==> config.mk <==
export PLATFORM = sky130hd
export DESIGN_NAME = oblt_ctrl
export DESIGN_NICKNAME = d
export VERILOG_FILES = /design/src/sv/oblt_pkg.sv /design/src/sv/oblt_ctrl.sv
export SDC_FILE = /design/constraint.sdc
export NUM_CORES = 1
export LEC_CHECK = 0
export BUFFER_PORTS_ARGS = -buffer_cell sky130_fd_sc_hd__buf_4
export CORE_MARGIN = 5
export CORE_UTILIZATION = 33
export CTS_BUF_LIST = sky130_fd_sc_hd__clkbuf_8
export CTS_CLUSTER_SIZE = 20
export DETAILED_ROUTE_END_ITERATION = 16
export SLEW_MARGIN = 20
export SYNTH_ARGS = -nofsm -noshare
export SYNTH_HDL_FRONTEND = slang
export SYNTH_SLANG_ARGS = --single-unit
==> constraint.sdc <==
create_clock -name clk -period 2 [get_ports clk]
set_clock_uncertainty 0.2 [all_clocks]
set_input_delay 0.4 -clock clk [delete_from_list [all_inputs] [get_ports clk]]
set_output_delay 0.4 -clock clk [all_outputs]
set_load 0.02 [all_outputs]
==> src/sv/oblt_pkg.sv <==
// Package for the order book level table: widths, status codes, FSM state type, words.
// No dependencies.
package oblt_pkg;

    localparam int LEVELS_DEF = 64;
    localparam int PRICE_W    = 32;
    localparam int QTY_W      = 48;
    localparam int BPS_W      = 21;
    localparam int CNT_W      = $clog2(LEVELS_DEF + 1);

    typedef enum logic [2:0] {
        ST_INSERTED = 3'd0,
        ST_UPDATED  = 3'd1,
        ST_DELETED  = 3'd2,
        ST_ABSENT   = 3'd3,
        ST_FULL     = 3'd4,
        ST_IGNORED  = 3'd5
    } status_t;

    typedef enum logic [3:0] {
        S_IDLE,
        S_SRCH_RD,
        S_SRCH_CHK,
        S_DECIDE,
        S_SHIFT_RD,
        S_SHIFT_WR,
        S_WRITE,
        S_BEST_RD,
        S_BEST_CHK,
        S_DIV,
        S_OUT
    } state_t;

    // level update word
    typedef struct packed {
        logic [1:0]         side;
        logic [PRICE_W-1:0] price;
        logic [QTY_W-1:0]   quantity;
    } level_word_t;

    // book summary word
    typedef struct packed {
        status_t            status;
        logic [PRICE_W-1:0] bid_top;
        logic [PRICE_W-1:0] ask_top;
        logic [PRICE_W-1:0] spread;
        logic [BPS_W-1:0]   spread_cbp;
        logic [CNT_W-1:0]   bid_level_count;
        logic [CNT_W-1:0]   ask_level_count;
    } book_word_t;

    // controller -> datapath
    typedef struct packed {
        logic load;       // capture input word
        logic rd_srch;    // read entry at pos
        logic pos_inc;
        logic rd_shift;   // read source entry for shift
        logic wr_shift;   // write shifted entry, advance shift index
        logic wr_new;     // write new/updated entry at pos
        logic fill_inc;
        logic fill_dec;
        logic rd_best;    // read best entries
        logic best_cap;
        logic div_step;
        logic out_load;
        logic shift_init;
    } ctl_t;

    // datapath -> controller
    typedef struct packed {
        logic side_ok;
        logic pos_at_end;  // pos == fill
        logic px_lt;       // table px < price
        logic px_eq;
        logic qty_zero;
        logic full;
        logic shift_done;
        logic is_del;      // direction of shift
        logic div_done;
    } sts_t;

endpackage

==> src/sv/oblt_ctrl.sv <==
// Controller FSM for the level table: sequences search, shift, write, best read, divide.
// Depends on oblt_pkg.
module oblt_ctrl import oblt_pkg::*; (
    input  logic clk,
    input  logic rst_n,
    input  logic in_valid,
    output logic in_ready,
    output logic out_valid,
    input  logic out_ready,
    output ctl_t ctl,
    input  sts_t sts
);
    state_t state_reg, state_next;
    logic   ov_reg, ov_next;

    always_ff @(posedge clk or negedge rst_n)
    begin
        if (!rst_n)
        begin
            state_reg <= S_IDLE;
            ov_reg    <= 1'b0;
        end
        else
        begin
            state_reg <= state_next;
            ov_reg    <= ov_next;
        end
    end

    assign out_valid = ov_reg;
    assign in_ready  = (state_reg == S_IDLE);

    always_comb
    begin
        state_next = state_reg;
        ctl        = '0;
        ov_next    = ov_reg && !out_ready;
        unique case (state_reg)
            S_IDLE:
            begin
                if (in_valid)
                begin
                    ctl.load   = 1'b1;
                    state_next = S_SRCH_RD;
                end
            end
            S_SRCH_RD:
            begin
                if (!sts.side_ok)
                begin
                    state_next = S_BEST_RD;
                end
                else if (sts.pos_at_end)
                begin
                    state_next = S_DECIDE;
                end
                else
                begin
                    ctl.rd_srch = 1'b1;
                    state_next  = S_SRCH_CHK;
                end
            end
            S_SRCH_CHK:
            begin
                if (sts.px_lt)
                begin
                    ctl.pos_inc = 1'b1;
                    state_next  = S_SRCH_RD;
                end
                else
                begin
                    state_next = S_DECIDE;
                end
            end
            S_DECIDE:
            begin
                ctl.shift_init = 1'b1;
                if (sts.px_eq && !sts.pos_at_end)
                begin
                    state_next = sts.qty_zero ? S_SHIFT_RD : S_WRITE;
                end
                else if (sts.qty_zero || sts.full)
                begin
                    state_next = S_BEST_RD;
                end
                else
                begin
                    state_next = S_SHIFT_RD;
                end
            end
            S_SHIFT_RD:
            begin
                if (sts.shift_done)
                begin
                    if (sts.is_del)
                    begin
                        ctl.fill_dec = 1'b1;
                        state_next   = S_BEST_RD;
                    end
                    else
                    begin
                        state_next = S_WRITE;
                    end
                end
                else
                begin
                    ctl.rd_shift = 1'b1;
                    state_next   = S_SHIFT_WR;
                end
            end
            S_SHIFT_WR:
            begin
                ctl.wr_shift = 1'b1;
                state_next   = S_SHIFT_RD;
            end
            S_WRITE:
            begin
                ctl.wr_new = 1'b1;
                ctl.fill_inc = !(sts.px_eq && !sts.pos_at_end);
                state_next = S_BEST_RD;
            end
            S_BEST_RD:
            begin
                ctl.rd_best = 1'b1;
                state_next  = S_BEST_CHK;
            end
            S_BEST_CHK:
            begin
                ctl.best_cap  = 1'b1;
                state_next    = S_DIV;
            end
            S_DIV:
            begin
                if (sts.div_done)
                begin
                    state_next = S_OUT;
                end
                else
                begin
                    ctl.div_step = 1'b1;
                end
            end
            S_OUT:
            begin
                if (!ov_reg || out_ready)
                begin
                    ctl.out_load = 1'b1;
                    ov_next      = 1'b1;
                    state_next   = S_IDLE;
                end
            end
            default: state_next = S_IDLE;
        endcase
    end
endmodule

==> impl_metrics.ini <==
[logic_synthesis]
synth_edf_count = 0
synthXorXnorAreaFrac_pct = 0
yosys.area_share.simple_pct = 40.2
synthArstFlopShare_pct = 100
yosysTopAreaCell = dfrtp_1
postSynthCellCount = 62
syn_area_um2 = 517
yosysMostFrequentCell = nor2_1
yosysUniqueCellTypes = 27
synth_mux_area_share_pct = 0
synth_seq_cells = 5
syn_area_per_cell_um2 = 8.33
synthTopCellsByArea = dfrtp_1 (24%), nand2b_1 (8.5%), buf_6 (6.5%), nor3_1 (5.8%), nor2_1 (5.8%)
yosysSeqAreaShare_pct = 24.2
synth_commonest_cells = nor2_1 (8), nand2b_1 (7), nor3_1 (6)
synth_top_family_by_area = simple AND/OR/NAND/NOR gates
yosys_warnings = 0
synth_compound_area_share_pct = 25.4
synth_adder_area_share_pct = 0
synth_fp_nets = 75
synth.top_cell.area_share_pct = 24.2
synth_ff_type = dfrtp_1

[clock_tree]
clock-sinks = 5
cts_tree = built
htreeDepth = 1
cts_root_buffer = clkbuf_8
clk_pin_slew_worst_paths_ns = 0.04
numCtsBuffers = 3
cts.path.max_buffers = 2
clk_latency_ns = 0.22

[global_route]
grt_usage_pct = 12.7
top_usage_layer = met2
globalRouteMet1Util_pct = 16.5
grtUsageMet3_pct = 6.93
grt_max_degree = 12
overflow = 0
grt_pass1_vias = 535
grtUsageMet2_pct = 18.2
grt_pass1_wl_mm = 2.53
antenna_found_initial = 0

[layout]
drive_gt1_share_pct = 57.7
seq_area_um2 = 129
areaGrowthSynthToFinish_pct = 66.8
n_antenna_cell = 0
largest_reg_flops = 4
multi_input_area_um2 = 392
fillCellCount = 141
finalNonFillerCells = 113
fin_nets = 111

[sta]
fin_crit_ns = 1.94
hold_slack_ns = 0.315
relSlewSlack_pct = 75.9
hold_viol_final = 0
drv_slew = 0
max_slew.worst_pin.slew_ns = 0.361
setup_viol_count_final = 0
min_period_over_period_pct = 97.2
setup_tns_ns = 0
max_freq_mhz = 515

[setup_path]
path_cells = nand2b_4, or2_1, nor2b_1, buf_4
reg2reg_slack_ns = 0.33
worstPathMaxFanout = 7
regToRegStartpoint = state_reg[2]
slowest_stage = dfrtp_2
start_kind = flop
cp_data_arrival_time_ns = 1.34
critPathMaxStageDelay_ns = 0.44
worstSetupPathType = flop to output port
worst_setup_path_end_kind = output port
crit_buf_inv = 1
crit_required_ns = 1.40
critPathTopFamily = simple AND/OR/NAND/NOR gates
r2r_end = state_reg[1]
rr_worst_depth = 5

[outcome]
status = finished clean

[floorplanning]
chipWidth_um = 49.6
dieHeight_um = 49.6
initial_core_util_pct = 34.7
placementRows = 14
core_mm2 = 0.00149
dieArea_mm2 = 0.00246
ios = 28

[power_and_ir_drop]
p_leak_nw = 0.407
max-vdd-ir-drop_mv = 0.738
pwr_density_cell_mw_per_mm2 = 1480

[detailed_routing]
wl_per_cell_um = 14.5
vias = 573
drtIter0Drc = 12
routed_wl_mm = 1.63
dr.pass1.iters = 4
ant_nets = 0
drcViolationCount = 0
vias_per_cell = 5.07

[placement]
portBuffers = 27
gp_congestion = 0.784
dp_hpwl_mm = 1.19
place_inst = 104

[job]
cap_viol_max_count = 0

[worst_hold_path]
hold_path_class = input port to async pin
==> cell families (layout without fill, tap and decap cells) <==
group | Yosys count | in the layout
and+or+nand+nor | 36 | 36
AOI/OAI and AO/OA | 14 | 14
buffers and inverters | 7 | 42
DFF | 5 | 5
==> where the power goes <==
part	total (mW)	switching, mW	internal [mW]
sequential	0.210	0.0579	0.152
clock	0.183	0.0517	0.132
combinational	0.884	0.482	0.402
==> worst max-delay path by stage <==
| stage | from | end | cells past startpoint |
|---|---|---|---|
| global placement | state_reg[2] | ctl[11] | 3 |
| CTS | state_reg[3] | ctl[11] | 3 |
| floorplan | state_reg[2] | ctl[9] | 3 |
| global route | state_reg[2] | ctl[11] | 3 |
| detailed placement | state_reg[2] | ctl[11] | 3 |
| finish | state_reg[2] | ctl[1] | 4 |
==> cell type report <==
cell class                      instances  area share, %
Inverter                                3           1.31
Tap cell                               16           2.32
Timing Repair Buffer                   35           30.8
Sequential cell                         5           14.9
Clock buffer                            3           4.79
Multi-Input combinational cell         50           45.4
Clock inverter                          1          0.435
==> through the flow <==
stage          setup WS (ns)  power (mW)  instance area (um2)  utilization [%]
2_1_floorplan         0.0288       0.757                  523                -
3_3_place_gp           0.208       0.941                  727             48.8
3_5_place_dp           0.157       0.935                  727             48.8
4_1_cts              0.00785        1.17                  798             53.6
5_1_grt             -0.00103        1.37                  862             57.9
6_report              0.0564        1.28                  862             57.9
==> cell usage in the layout, fill, tap and decap left out <==
cell type / n
nand2_1: 4
or2_1: 1
a22o_1: 1
nor3_4: 2
inv_1: 4
a22o_2: 1
a21oi_1: 1
dlygate4sd3_1: 1
o21a_1: 1
nand2b_2: 1
or2b_4: 1
nor2_2: 1
a221oi_1: 2
o21bai_2: 1
dfrtp_1: 2
nand2b_4: 1
buf_4: 34
nand2b_1: 5
or2_4: 1
nor3_1: 3
nor3b_2: 1
dfrtp_2: 3
o21ai_0: 2
a311oi_1: 1
nor3_2: 2
o22ai_1: 2
and3b_1: 1
a2111oi_4: 1
nor2_1: 7
nor2b_1: 2
and3_1: 1
nor4_2: 2
clkbuf_8: 3
o22ai_2: 1
==> layer usage <==
layer  part of all wire, %  vias to the layer above
li1                      -                      290
met1                    43                      257
met2                    47                       23
met3                   9.0                        3
met4                  0.43                        0
met5                     0                        -
==> repair_timing <==
action / in CTS / in global routing
buffers inserted: 0 / 4
resized for setup: 5 / 8
setup endpoints to repair: 6 / 7
pin swaps: 0 / 1
endpoints found under the hold margin: 5 / 0
hold buffers: 1 / 0
==> worst register-to-register path: stages, from the launching register on <==
cell      delay [ns]
dfrtp_2         0.44
buf_4           0.16
nand2b_1        0.13
a22o_1          0.18
a221oi_1        0.32
o22ai_2         0.10
Power figures use the tool's default switching activity.
